File: config.mk
export PLATFORM = sky130hd
export DESIGN_NAME = mac_least_served_grant_arbiter_unit
export DESIGN_NICKNAME = d
export VERILOG_FILES = /design/src/hdl/lsga_pkg.sv /design/src/hdl/lsga_ram.sv /design/src/hdl/mac_least_served_grant_arbiter_unit.sv
export SDC_FILE = /design/constraint.sdc
export NUM_CORES = 1
export LEC_CHECK = 0
export ABC_CLOCK_PERIOD_IN_PS = 14450
export BUFFER_PORTS_ARGS = -buffer_cell sky130_fd_sc_hd__buf_4
export CAP_MARGIN = 30
export CORE_MARGIN = 2
export CORE_UTILIZATION = 60
export DETAILED_ROUTE_END_ITERATION = 8
export PLACE_DENSITY = 0.78
export SETUP_SLACK_MARGIN = 0.5
export SYNTH_ARGS = -nofsm -noshare
export SYNTH_HDL_FRONTEND = slang
export SYNTH_SLANG_ARGS = --single-unit
File: constraint.sdc
create_clock -name i_clk -period 14.45 [get_ports i_clk]
set_input_delay 0.7225 -clock i_clk [delete_from_list [all_inputs] [get_ports i_clk]]
set_output_delay 0.7225 -clock i_clk [all_outputs]
set_load 0.02 [all_outputs]
File: src/hdl/lsga_pkg.sv
// ----------------------------------------------------------------------------
// lsga_pkg
// Shared types and constants of the least-served grant arbiter.
// ----------------------------------------------------------------------------
package lsga_pkg;

    localparam int MAX_SLAVES = 8;
    localparam int IDX_W      = $clog2(MAX_SLAVES);
    localparam int ADDR_W     = 4;
    localparam int SIZE_W     = 12;
    localparam int TOTAL_W    = 32;
    localparam int CNT_W      = 4;
    localparam int CFG_IDX_W  = 1;
    localparam int CFG_DATA_W = 4;
    localparam int ACTION_W   = 3;
    localparam int REQ_W      = SIZE_W + ADDR_W;
    localparam int IN_DATA_W  = 24;
    localparam int OUT_DATA_W = 32;

    typedef enum logic [ACTION_W-1:0] {
        ACT_NEW_CYCLE = 3'd0,
        ACT_RTS       = 3'd1,
        ACT_GRANT     = 3'd2,
        ACT_DATA      = 3'd3,
        ACT_RESTART   = 3'd4
    } t_action;

    typedef enum logic [CFG_IDX_W-1:0] {
        CFG_SLAVE_COUNT = 1'd0,
        CFG_OWN_ADDRESS = 1'd1
    } t_cfg_idx;

    typedef enum logic [2:0] {
        S_IDLE,
        S_SCAN,
        S_DRAIN,
        S_FETCH,
        S_UPDATE
    } t_state;

    typedef struct packed {
        logic [SIZE_W-1:0] request_size;
        logic [ADDR_W-1:0] packet_dst;
        logic [ADDR_W-1:0] packet_src;
    } t_in_item;

    typedef struct packed {
        logic              bad_slave;
        logic [7:0]        ack_mask;
        logic [SIZE_W-1:0] grant_size;
        logic [ADDR_W-1:0] grant_slave;
        logic              granted;
    } t_result;

    localparam int RES_W = $bits(t_result);

endpackage

File: src/hdl/lsga_ram.sv
// ----------------------------------------------------------------------------
// lsga_ram
// Single-port synchronous RAM with registered read data.
// ----------------------------------------------------------------------------
module lsga_ram #(
    parameter int WIDTH = 32,
    parameter int DEPTH = 8
) (
    input  logic                     i_clk,
    input  logic                     i_we,
    input  logic [$clog2(DEPTH)-1:0] i_addr,
    input  logic [WIDTH-1:0]         i_wdata,
    output logic [WIDTH-1:0]         o_rdata
);

    logic [WIDTH-1:0] r_mem [DEPTH];
    logic [WIDTH-1:0] r_rdata;

    always_ff @(posedge i_clk) begin
        if (i_we) begin
            r_mem[i_addr] <= i_wdata;
        end
        r_rdata <= r_mem[i_addr];
    end

    assign o_rdata = r_rdata;

endmodule

File: src/hdl/mac_least_served_grant_arbiter_unit.sv
// ----------------------------------------------------------------------------
// mac_least_served_grant_arbiter_unit
// Master-side grant scheduler: per-slave request table, least-served grant.
// ----------------------------------------------------------------------------
// Every item yields exactly one result item. New cycle, RTS, data received,
// restart and unused actions are answered straight from the idle state. A
// grant scans the granted totals, kept in a single-port RAM, one slave per
// cycle over all 8 entries, followed by one read of the request RAM and one
// write-back of the winner's total. Request flags and per-entry total valid
// bits are flip-flops, so reset, restart and a slave_count write clear the
// table at once with no clearing pass. The result register lets a new item
// in while a result is still waiting, as long as it is taken the same cycle.
module mac_least_served_grant_arbiter_unit
    import lsga_pkg::*;
(
    input  logic                  i_clk,
    input  logic                  i_rst_n,
    input  logic                  i_cfg_we,
    input  logic [CFG_IDX_W-1:0]  i_cfg_idx,
    input  logic [CFG_DATA_W-1:0] i_cfg_wdata,
    input  logic                  s_axis_tvalid,
    output logic                  s_axis_tready,
    // packet_src[3:0], packet_dst[7:4], request_size[19:8], zero pad
    input  logic [IN_DATA_W-1:0]  s_axis_tdata,
    // action[2:0]
    input  logic [ACTION_W-1:0]   s_axis_tuser,
    output logic                  m_axis_tvalid,
    input  logic                  m_axis_tready,
    // granted[0], grant_slave[4:1], grant_size[16:5], ack_mask[24:17],
    // bad_slave[25], zero pad
    output logic [OUT_DATA_W-1:0] m_axis_tdata
);

    t_state               r_state, n_state;
    logic [IDX_W-1:0]     r_idx, n_idx;
    logic                 r_rd_vld, n_rd_vld;
    logic [IDX_W-1:0]     r_rd_idx, n_rd_idx;
    logic                 r_found, n_found;
    logic [IDX_W-1:0]     r_best, n_best;
    logic [TOTAL_W-1:0]   r_best_tot, n_best_tot;
    logic [MAX_SLAVES-1:0] r_flag, n_flag;
    logic [MAX_SLAVES-1:0] r_tot_vld, n_tot_vld;
    logic [7:0]           r_ack, n_ack;
    logic [ADDR_W-1:0]    r_lw, n_lw;
    logic                 r_lw_dz, n_lw_dz;
    logic [CNT_W-1:0]     r_slave_cnt, n_slave_cnt;
    logic [ADDR_W-1:0]    r_own, n_own;
    logic                 r_out_vld, n_out_vld;
    t_result              r_out, n_out;

    t_in_item             w_in;
    t_action              w_act;
    logic [CNT_W-1:0]     w_n;
    logic                 w_out_free;
    logic                 w_accept;
    logic [TOTAL_W-1:0]   w_tot_rd;
    logic [TOTAL_W-1:0]   w_tot_rdata;
    logic                 w_tot_we;
    logic [IDX_W-1:0]     w_tot_addr;
    logic [TOTAL_W-1:0]   w_tot_wdata;
    logic                 w_req_we;
    logic [IDX_W-1:0]     w_req_addr;
    logic [REQ_W-1:0]     w_req_wdata;
    logic [REQ_W-1:0]     w_req_rdata;
    logic [SIZE_W-1:0]    w_req_bytes;
    logic [ADDR_W-1:0]    w_req_dest;
    logic [IDX_W-1:0]     w_src_idx;

    assign w_in        = t_in_item'(s_axis_tdata[REQ_W+ADDR_W-1:0]);
    assign w_act       = t_action'(s_axis_tuser);
    assign w_n         = (r_slave_cnt > CNT_W'(MAX_SLAVES)) ? CNT_W'(MAX_SLAVES) : r_slave_cnt;
    assign w_out_free  = !r_out_vld || m_axis_tready;
    assign w_accept    = s_axis_tvalid && s_axis_tready;
    assign w_tot_rd    = r_tot_vld[r_rd_idx] ? w_tot_rdata : '0;
    assign w_req_bytes = w_req_rdata[REQ_W-1:ADDR_W];
    assign w_req_dest  = w_req_rdata[ADDR_W-1:0];
    assign w_src_idx   = IDX_W'(w_in.packet_src - ADDR_W'(1));

    assign s_axis_tready = (r_state == S_IDLE) && w_out_free;
    assign m_axis_tvalid = r_out_vld;
    assign m_axis_tdata  = {{(OUT_DATA_W-RES_W){1'b0}}, r_out};

    lsga_ram #(.WIDTH(TOTAL_W), .DEPTH(MAX_SLAVES)) u_tot_ram (
        .i_clk   (i_clk),
        .i_we    (w_tot_we),
        .i_addr  (w_tot_addr),
        .i_wdata (w_tot_wdata),
        .o_rdata (w_tot_rdata)
    );

    lsga_ram #(.WIDTH(REQ_W), .DEPTH(MAX_SLAVES)) u_req_ram (
        .i_clk   (i_clk),
        .i_we    (w_req_we),
        .i_addr  (w_req_addr),
        .i_wdata (w_req_wdata),
        .o_rdata (w_req_rdata)
    );

    always_ff @(posedge i_clk) begin
        if (!i_rst_n) begin
            r_state     <= S_IDLE;
            r_idx       <= '0;
            r_rd_vld    <= 1'b0;
            r_found     <= 1'b0;
            r_flag      <= '0;
            r_tot_vld   <= '0;
            r_ack       <= '0;
            r_lw        <= '0;
            r_lw_dz     <= 1'b0;
            r_slave_cnt <= CNT_W'(MAX_SLAVES);
            r_own       <= '0;
            r_out_vld   <= 1'b0;
        end else begin
            r_state     <= n_state;
            r_idx       <= n_idx;
            r_rd_vld    <= n_rd_vld;
            r_found     <= n_found;
            r_flag      <= n_flag;
            r_tot_vld   <= n_tot_vld;
            r_ack       <= n_ack;
            r_lw        <= n_lw;
            r_lw_dz     <= n_lw_dz;
            r_slave_cnt <= n_slave_cnt;
            r_own       <= n_own;
            r_out_vld   <= n_out_vld;
        end
        r_rd_idx   <= n_rd_idx;
        r_best     <= n_best;
        r_best_tot <= n_best_tot;
        r_out      <= n_out;
    end

    always_comb begin
        n_state     = r_state;
        n_idx       = r_idx;
        n_rd_vld    = 1'b0;
        n_rd_idx    = r_rd_idx;
        n_found     = r_found;
        n_best      = r_best;
        n_best_tot  = r_best_tot;
        n_flag      = r_flag;
        n_tot_vld   = r_tot_vld;
        n_ack       = r_ack;
        n_lw        = r_lw;
        n_lw_dz     = r_lw_dz;
        n_slave_cnt = r_slave_cnt;
        n_own       = r_own;
        n_out_vld   = r_out_vld && !m_axis_tready;
        n_out       = r_out;
        w_tot_we    = 1'b0;
        w_tot_addr  = r_idx;
        w_tot_wdata = r_best_tot + TOTAL_W'(w_req_bytes);
        w_req_we    = 1'b0;
        w_req_addr  = r_best;
        w_req_wdata = {w_in.request_size, w_in.packet_dst};

        // fold in the total read last cycle
        if (r_rd_vld && r_flag[r_rd_idx] && ({1'b0, r_rd_idx} < w_n) &&
            (!r_found || (w_tot_rd < r_best_tot))) begin
            n_found    = 1'b1;
            n_best     = r_rd_idx;
            n_best_tot = w_tot_rd;
        end

        case (r_state)
            S_IDLE: begin
                if (w_accept) begin
                    n_out_vld = 1'b1;
                    n_out     = '0;
                    case (w_act)
                        ACT_NEW_CYCLE, ACT_RESTART: begin
                            n_out.ack_mask = r_ack;
                            n_ack   = '0;
                            n_lw    = '0;
                            n_lw_dz = 1'b0;
                            n_flag  = '0;
                            if (w_act == ACT_RESTART) begin
                                n_tot_vld = '0;
                            end
                        end
                        ACT_RTS: begin
                            if (w_in.request_size != '0) begin
                                if (w_in.packet_src != '0 && w_in.packet_src <= w_n) begin
                                    n_flag[w_src_idx] = 1'b1;
                                    w_req_we   = 1'b1;
                                    w_req_addr = w_src_idx;
                                end else begin
                                    n_out.bad_slave = 1'b1;
                                end
                            end
                        end
                        ACT_GRANT: begin
                            n_out_vld = 1'b0;
                            n_idx     = '0;
                            n_found   = 1'b0;
                            n_state   = S_SCAN;
                        end
                        ACT_DATA: begin
                            if (w_in.packet_dst == r_own && r_lw != '0 && r_lw_dz) begin
                                n_ack[IDX_W'(r_lw - ADDR_W'(1))] = 1'b1;
                            end
                        end
                        default: begin
                        end
                    endcase
                end
            end
            S_SCAN: begin
                n_rd_vld = 1'b1;
                n_rd_idx = r_idx;
                n_idx    = r_idx + IDX_W'(1);
                if (r_idx == IDX_W'(MAX_SLAVES - 1)) begin
                    n_state = S_DRAIN;
                end
            end
            S_DRAIN: begin
                n_state = S_FETCH;
            end
            S_FETCH: begin
                n_state = S_UPDATE;
            end
            S_UPDATE: begin
                if (w_out_free) begin
                    n_out_vld = 1'b1;
                    n_out     = '0;
                    n_state   = S_IDLE;
                    if (r_found) begin
                        w_tot_we           = 1'b1;
                        w_tot_addr         = r_best;
                        n_tot_vld[r_best]  = 1'b1;
                        n_flag[r_best]     = 1'b0;
                        n_lw               = ADDR_W'(r_best) + ADDR_W'(1);
                        n_lw_dz            = (w_req_dest == '0);
                        n_out.granted      = 1'b1;
                        n_out.grant_slave  = ADDR_W'(r_best) + ADDR_W'(1);
                        n_out.grant_size   = w_req_bytes;
                    end else begin
                        n_lw    = '0;
                        n_lw_dz = 1'b0;
                    end
                end
            end
            default: begin
                n_state = S_IDLE;
            end
        endcase

        if (i_cfg_we) begin
            case (t_cfg_idx'(i_cfg_idx))
                CFG_SLAVE_COUNT: begin
                    n_slave_cnt = i_cfg_wdata;
                    n_flag      = '0;
                    n_tot_vld   = '0;
                end
                CFG_OWN_ADDRESS: begin
                    n_own = i_cfg_wdata;
                end
                default: begin
                end
            endcase
        end
    end

    a_scan_exit: assert property (@(posedge i_clk) disable iff (!i_rst_n)
        (r_state == S_SCAN) |=> (r_state == S_SCAN || r_state == S_DRAIN))
        else $error("scan left early");

    a_grant_sane: assert property (@(posedge i_clk) disable iff (!i_rst_n)
        (r_out_vld && r_out.granted) |->
            (r_out.grant_slave != '0 && r_out.grant_size != '0))
        else $error("grant without slave or size");

    a_winner_cleared: assert property (@(posedge i_clk) disable iff (!i_rst_n)
        (r_state == S_UPDATE && w_out_free && r_found && !i_cfg_we) |=>
            !r_flag[$past(r_best)])
        else $error("winner flag not cleared");

    a_winner_range: assert property (@(posedge i_clk) disable iff (!i_rst_n)
        (r_lw <= ADDR_W'(MAX_SLAVES)))
        else $error("last winner out of range");

    a_busy_stall: assert property (@(posedge i_clk) disable iff (!i_rst_n)
        (r_state != S_IDLE) |-> !s_axis_tready)
        else $error("item taken during grant");

endmodule
==> results of run 1 <==
[cell usage in the layout (no fill, tap or decap), types with 12 or more instances in the layout]
cell type / count
nand3_1: 83
mux2i_1: 65
clkbuf_1: 12
inv_1: 53
clkinv_2: 14
a31o_1: 31
o221ai_1: 15
nor2_1: 40
nand4_1: 14
nor2b_1: 77
nand2b_1: 13
a211oi_1: 35
and2_1: 25
nor3_1: 13
clkbuf_16: 55
a21oi_1: 37
nand2_1: 226
ha_1: 54
o21a_1: 17
edfxtp_1: 448
a311oi_1: 32
dfxtp_1: 94
xnor2_1: 31
buf_4: 89
o21ai_0: 20
o22a_1: 15
[layout make-up]
cell class	count	area, um2	area share
clock buffer	73	1504	0.05973
inverter	54	205.2	0.008149
timing repair buffer	93	770.7	0.03061
multi-input combinational	966	6569	0.2609
clock inverter	26	211.5	0.008398
tap	468	585.6	0.02325
sequential	542	15330	0.6090
[per-layer routing]
metal  global-route usage  up-vias
met3              0.03508       75
met4              0.07686        0
met5                    0        -
met1               0.3154     6680
met2               0.4240      419
li1                     -     6234
[state kept, by name (all words and copies together), names as in the netlist, 4 cells and up]
| name | count |
|---|---|
| u_tot_ram.r_mem | 256 |
| u_req_ram.r_mem | 128 |
| r_best_tot | 32 |
| u_tot_ram.o_rdata | 32 |
| m_axis_tdata | 26 |
| u_req_ram.o_rdata | 16 |
| r_ack | 8 |
| r_flag | 8 |
| r_tot_vld | 8 |
| r_lw | 4 |
| r_own | 4 |
| r_slave_cnt | 4 |
[worst max-delay path, stage by stage, from the launching register on]
cell	delay, ns
edfxtp_1	0.54
mux4_2	0.58
mux2i_4	0.15
buf_4	0.40
nor2b_1	0.13
ha_1	0.32
a21o_1	0.18
a21o_1	0.16
a21oi_1	0.19
o21ai_0	0.19
a311oi_1	0.44
o21ai_0	0.18
nor3_2	0.21
buf_4	0.34
[final timing paths]
path,from,end,slack [ns],depth (start not counted)
max,r_rd_idx[0],r_best_tot[11],10.05,13
min,s_axis_tdata[11],u_req_ram.r_mem[0][7],0.36,1
max reg2reg,r_rd_idx[0],r_best_tot[11],10.05,13
min reg2reg,r_tot_vld[6],r_tot_vld[6],0.47,1
[cells by family (layout without fill, tap and decap cells)]
family,after synthesis,in the layout,synth area share
flip-flops,542,542,0.6866
AND/OR/NAND/NOR,541,541,0.1192
AO/OA/AOI/OAI,246,246,0.08207
buffers and inverters,133,246,0.02622
multiplexers,80,80,0.03966
adder cells (fa/ha/maj),55,55,0.03115
XOR/XNOR,38,38,0.01490
other,1,6,0.0001679
[power breakdown]
group	leakage, nW	total (mW)	internal [mW]	switching (mW)
Combinational	3.15	0.0908	0.0327	0.0581
Sequential	4.96	1.69	1.69	0.00581
Clock	0.858	1.35	0.768	0.578
==> results summary, run 1 <==
The overall power consumption came out at 3.131 mW. Along the worst path, the maximum fanout reaches 33. The pin slew with the least headroom to its limit is 1.005 ns. After routing, the total negative slack on setup checks comes to 0 ns. The wire length on met3 came out at 2678 um.

The layout net count came out at 1,802. The required time reported for the critical path endpoint is 14.71 ns. In this run the top signal layer used is met4.

The I/O pin total came out at 71. The post-CTS clock slew at the launch and capture registers of the worst setup and hold paths came out at 0.06 ns. The area growth from synthesis to layout is 12.75%. The detailed router put a total of 19,520 um of wire on met1. The number of buffers created by CTS came out at 53. The cell area after layout is 25,180 um2.

Summed over all cells, the static leakage comes to 8.972 nW. The peak supply drop came out at 0.1244 mV. The initial standard-cell utilization of the core came out at 0.6100. The netlist uses 65 different library cells. The count of placed standard cells including taps is 2,122.

The most used flip-flop cell after synthesis is edfxtp_1. The chip width is 196.9 um. The number of iterations in the first detailed-routing pass is 5. The cell count after synthesis came out at 1,636. The half-perimeter wire length after placement is 26,720 um.

The global placement routability congestion is 0.8076. Across every metal layer, demand over resource in global routing totals 0.2426. The worst setup path is launched from a register. The upper clock frequency limit came out at 227.1 MHz. The placed instance area came out at 23,440 um2. Of the cells placed in the final design, the portion with a size suffix greater than 1 is 0.1249. Data arrives at the worst endpoint at 4.66 ns. The worst setup path is of the reg2reg kind. The total number of placement rows is 70.

The power density relative to cell area is 124.3 nW/um2. The final clock skew is 0.02135 ns. The count of filler cells inserted in the layout came out at 2,415.

The area share of the leading cell type in the synthesized netlist is 0.6024. The vertical extent of the die came out at 196.9 um. The flow ran to the end, and the final reports show no timing, DRC or antenna violations. The buffer cell driving the clock tree root is clkbuf_16. The total of hold buffers inserted after clock tree synthesis came out at 0. The via count of the first global-routing pass was 13,650.

The area of the core came out at 36,610 um2. The count of nets left with antenna violations after detail routing is 0. The commonest cells after synthesis are edfxtp_1, nand2_1, dfxtp_1. The total clock sinks is 542. Setup slack closes at 10.05 ns. The time the final worst path needs with I/O delays and setup is 4.403 ns. The total routed wirelength is 46,430 um. The number of buffer cells added on primary ports came out at 60. The first-pass GRT wire length is 72,430 um.

The violation count after the first detailed-routing iteration came out at 980. The final setup violation count is 0. The final cycle utilization of the critical path came out at 0.3047. The detailed-route via count came out at 13,410. The number of antenna violations at the first check in global routing is 1. The post-synthesis area per instance is 13.65 um2. The tightest hold path in the finished design has a slack of 0.3635 ns. Of all cell types, the one taking the most synthesized area is edfxtp_1. After synthesis the netlist holds a flip-flop and latch count of 542. The final core area utilization came out at 0.6878. Among all cell types in the netlist, the one instantiated most often is edfxtp_1. The DRC violation count after routing came out at 0. The path class of the tightest hold or removal check is in2reg. The clock passes through at most 3 buffers. The relative slew slack came out at 0.3299. The count of final max-slew check failures came out at 0. Entering global routing, the biggest net connects 101 pins. The insertion delay of the later-clocked pin in the worst-skew pair came out at 0.61 ns.

Post-CTS repair changed the size of 0 cells. The fraction of registers with async set or reset after synthesis is 0. The type of destination of the critical path is a register.

The final routed wire length divided by cell count came out at 20.90 um. Setup repair after global routing left no endpoint under its margin. The area enclosed by the die boundary is 38,780 um2. Yosys attributes the largest share of cell area to edfxtp_1, dfxtp_1, nand2_1. In the routed layout, each cell is associated on average with a via count of 6.034. The post-route non-filler standard cell count is 2,222.

The setup fix buffers added after clock tree synthesis came out at 0. The sequential fraction of the synthesis area is 0.6866. The area of the mapped netlist came out at 22,330 um2. The count of yosys warnings during synthesis came out at 0.

The number of maximum-capacitance violations is 0. Global routing finished with a remaining overflow of 0. The H-tree was split into 2 levels. TritonCTS built the clock tree. The number of enable flip-flop cells after synthesis is 448. Summed over all nets, wire length on met2 after detailed routing comes to 23,320 um.

The count of endpoints failing hold in the final timing report came out at 0. Timing analysis after detailed placement gives a worst setup slack of 9.978 ns. The number of diodes added for antenna fixing came out at 0.
No activity file was read; power rests on OpenSTA's default activity.
==> inputs of run 2 (changes only) <==
- ABC_CLOCK_PERIOD_IN_PS: 14450 -> 4550
- clock period: 14.45 -> 4.55 ns (I/O delays scaled with it)
==> run 2 against run 1 <==
Against the previous run:
- clock skew is 0.00090 ns lower
- sequential cell count stayed put
- sequential power grew to 3.2 times the previous value
- largest power group unchanged
- final cell count is 1.4% higher
- highest routed layer unchanged
==> results summary, run 2 (synthesis gave the netlist of run 1 again) <==
The I/O pin total came to 71 (unchanged). The critical path's largest stage delay is 0.56 ns (was 0.58 ns). The total area of multi-input combinational cells was 6623 um2 (was 6569 um2). The global placement routability congestion came out at 0.8586 (was 0.8076). The internal cell power is 8.175 mW (was 2.489 mW).

The count of placed standard cells including taps came out at 2,127 (was 2,122). The final routed wire length divided by cell count was 21.24 um (was 20.90 um). The number of buffer cells added on primary ports came out at 60 (unchanged). The DRC violation count after routing is 0 (unchanged). The required time reported for the critical path endpoint came out at 4.82 ns (was 14.71 ns). The leakage power figure is 9.183 nW (was 8.972 nW). The number of vias per cell came to 6.036 (was 6.034). The final clock skew was 0.02045 ns (was 0.02135 ns). The number of buffers on the longest clock path is 3 (unchanged). The pin slew with the least headroom to its limit is 0.9252 ns (was 1.005 ns). The share of total power in combinational logic came out at 0.030 (was 0.029). The library cell contributing the largest single delay on the critical path is mux4_2 (unchanged). The worst min-delay path endpoint is r_own[2] (was u_req_ram.r_mem[0][7]). The number of flip-flops under the largest register name came out at 256 (unchanged).

The number of buffers created by CTS came out at 52 (was 53). The peak supply drop came to 0.5052 mV (was 0.1244 mV). The most frequent standard cell in the layout excluding fill and tap cells was edfxtp_1 (unchanged). The H-tree depth was 2 (unchanged). The vertical extent of the die is 196.9 um (unchanged). The insertion delay of the later-clocked pin in the worst-skew pair was 0.60 ns (was 0.61 ns). The time the final worst path needs with I/O delays and setup came to 3.756 ns (was 4.403 ns). The violation count after the first detailed-routing iteration is 1,101 (was 980). The sequential standard cell area came out at 15,330 um2 (unchanged).

The total clock sinks is 542 (unchanged). The post-route non-filler standard cell count was 2,253 (was 2,222). The via count of the first global-routing pass was 13,650 (about the same).

The instance count along the most critical hold path is 2 (was 1). The count of filler cells inserted in the layout came out at 2,320 (was 2,415). The chip width came out at 196.9 um (unchanged). The capture point of the worst reg-to-reg path was r_best_tot[15] (was r_best_tot[11]). Ordered list of cells on the worst path: mux4_2, mux2i_4, buf_12, nor2b_1, ha_1, a21o_1, a21o_1, a21oi_1, o21ai_0, a311oi_2, o21ai_0, nor3_4, buf_6 (was mux4_2, mux2i_4, buf_4, nor2b_1, ha_1, a21o_1, a21o_1, a21oi_1, o21ai_0, a311oi_1, o21ai_0, nor3_2, buf_4). The upper clock frequency limit came out at 266.2 MHz (was 227.1 MHz). The top fanout value on the critical path came out at 24 (was 33). The worst setup timing slack at the placement stage was 0.3757 ns (was 9.978 ns). The switching power of the nets came out at 2.079 mW (was 0.6417 mW). The clock tree from TritonCTS is built (unchanged). The area of the core came out at 36,610 um2 (unchanged). The half-perimeter wire length after placement is 27,160 um (was 26,720 um). The startpoint of the most critical register-to-register path is r_rd_idx[0] (unchanged).

The class of the tightest hold or removal check is in2reg (unchanged). The number of iterations in the first detailed-routing pass is 5 (unchanged). The type of element launching the critical path is a register (unchanged). The layout net count is 1,833 (was 1,802). The worst setup margin is 0.7941 ns (was 10.05 ns).

Result of the run: finished clean (unchanged). The arrival time of the worst setup path is 4.02 ns (was 4.66 ns). The initial standard-cell utilization of the core is 0.6100 (unchanged).

The total routed wirelength is 47,850 um (was 46,430 um). The number of cells on the worst reg-to-reg path is 13 (unchanged). The detailed-route via count is 13,600 (was 13,410).

The clock group share of total power came out at 0.445 (was 0.430). The total track usage is 0.2508 (was 0.2426). The switching fraction of total power came out at 0.2028 (was 0.2050). Most frequent cells in the layout: edfxtp_1, nand2_1, dfxtp_1, buf_4, nand3_1 (unchanged). The largest net degree at the start of global routing came out at 157 (was 101). The post-CTS clock slew at the launch and capture registers of the worst setup and hold paths came out at 0.06 ns (about the same). The relative slew slack came to 0.3812 (was 0.3299). The count of nets left with antenna violations after detail routing is 0 (unchanged). The number of antenna violations at the first check in global routing came to 0 (was 1). The final-layout setup total negative slack came out at 0 ns (unchanged). The flop-to-flop setup slack was 0.79 ns (was 10.05 ns). The area enclosed by the die boundary is 38,780 um2 (unchanged). The area growth from synthesis to layout is 15.05% (was 12.75%).

The leftover overflow at the end of global routing came out at 0 (unchanged). The relative contribution of sequential cells to total power is 0.525 (was 0.541). The number of maximum-capacitance violations came out at 0 (unchanged). The total number of placement rows is 70 (unchanged). Biggest registers after layout: u_tot_ram.r_mem x256, u_req_ram.r_mem x128 (unchanged). The final setup violation count is 0 (unchanged). The type of destination of the critical path is a register (unchanged). The number of diodes added for antenna fixing came out at 0 (unchanged). The first-pass GRT wire length came out at 74,730 um (was 72,430 um).

The start-to-end type of the worst setup path is reg2reg (unchanged). The buffer cell driving the clock tree root is clkbuf_16 (unchanged). The count of final max-slew check failures came out at 0 (unchanged). RSZ-0062 raised after global routing: no (unchanged). The critical hold path startpoint is i_rst_n (was s_axis_tdata[11]). The final cycle utilization of the critical path is 0.8255 (was 0.3047). The power density relative to cell area was 399.1 nW/um2 (was 124.3 nW/um2). The largest register by flop count is u_tot_ram.r_mem (unchanged). The count of endpoints failing hold in the final timing report is 0 (unchanged). The proportion of layout cells with a drive suffix above 1 is 0.1305 (was 0.1249).
[run 2: stage by stage]
stage	power (mW)	hold WS (ns)	util	cell area (um2)
after detailed placement	5.771	0.4448	0.6430	23540
after CTS	10.30	0.001815	0.7015	25680
final	10.25	0.01974	0.7018	25690
after floorplan	5.659	0.3264	-	22420
after global routing	10.51	0.01986	0.7018	25690
after global placement	5.763	0.4404	0.6417	23490
[run 2: critical path: cells and delay by family, from the launching register on]
family | cells | cell delay, ns
flops | 1 | 0.45
mux | 2 | 0.75
compound gates | 6 | 1.28
simple gates | 2 | 0.22
fa+ha+maj | 1 | 0.30
buf+inv | 2 | 0.42
[run 2: layer usage]
metal  GRT usage  share of wire
met1      0.3439           0.41
met2      0.4166           0.49
met3     0.03303          0.070
met4     0.08995          0.028
met5           0              0
[run 2: what timing repair did]
action | 4_1_cts | 5_1_grt
endpoints found under the hold margin | 136 | 0
pin swaps | 0 | 0
buffers inserted | 2 | 1
hold buffers | 25 | 0
gates resized for setup | 2 | 1
setup endpoints to repair | 35 | 35
[run 2: cell type report]
class | instances | share of cell area
Clock buffer | 64 | 0.05512
Clock inverter | 34 | 0.01709
Inverter | 54 | 0.007986
Multi-Input combinational cell | 966 | 0.2577
Sequential cell | 542 | 0.5968
Tap cell | 468 | 0.02279
Timing Repair Buffer | 125 | 0.04246
[run 2: worst max path at each step]
stage                 from              to  slack, ns  cells past startpoint
2_1_floorplan  r_rd_idx[0]       r_best[0]       0.55                     12
3_3_place_gp   r_rd_idx[0]   r_best_tot[4]       0.44                     13
4_1_cts        r_rd_idx[0]  r_best_tot[15]       0.57                     13
6_report       r_rd_idx[0]  r_best_tot[15]       0.79                     13
3_5_place_dp   r_rd_idx[0]   r_best_tot[4]       0.38                     13
5_1_grt        r_rd_idx[0]  r_best_tot[15]       0.59                     13
[run 2: power by group through the flow]
stage	sequential [mW]	combinational, mW	clock (mW)
after CTS	5.38	0.304	4.61
after global routing	5.38	0.334	4.80
after floorplan	5.50	0.161	0
after detailed placement	5.49	0.284	0
after global placement	5.49	0.276	0
final	5.38	0.307	4.57
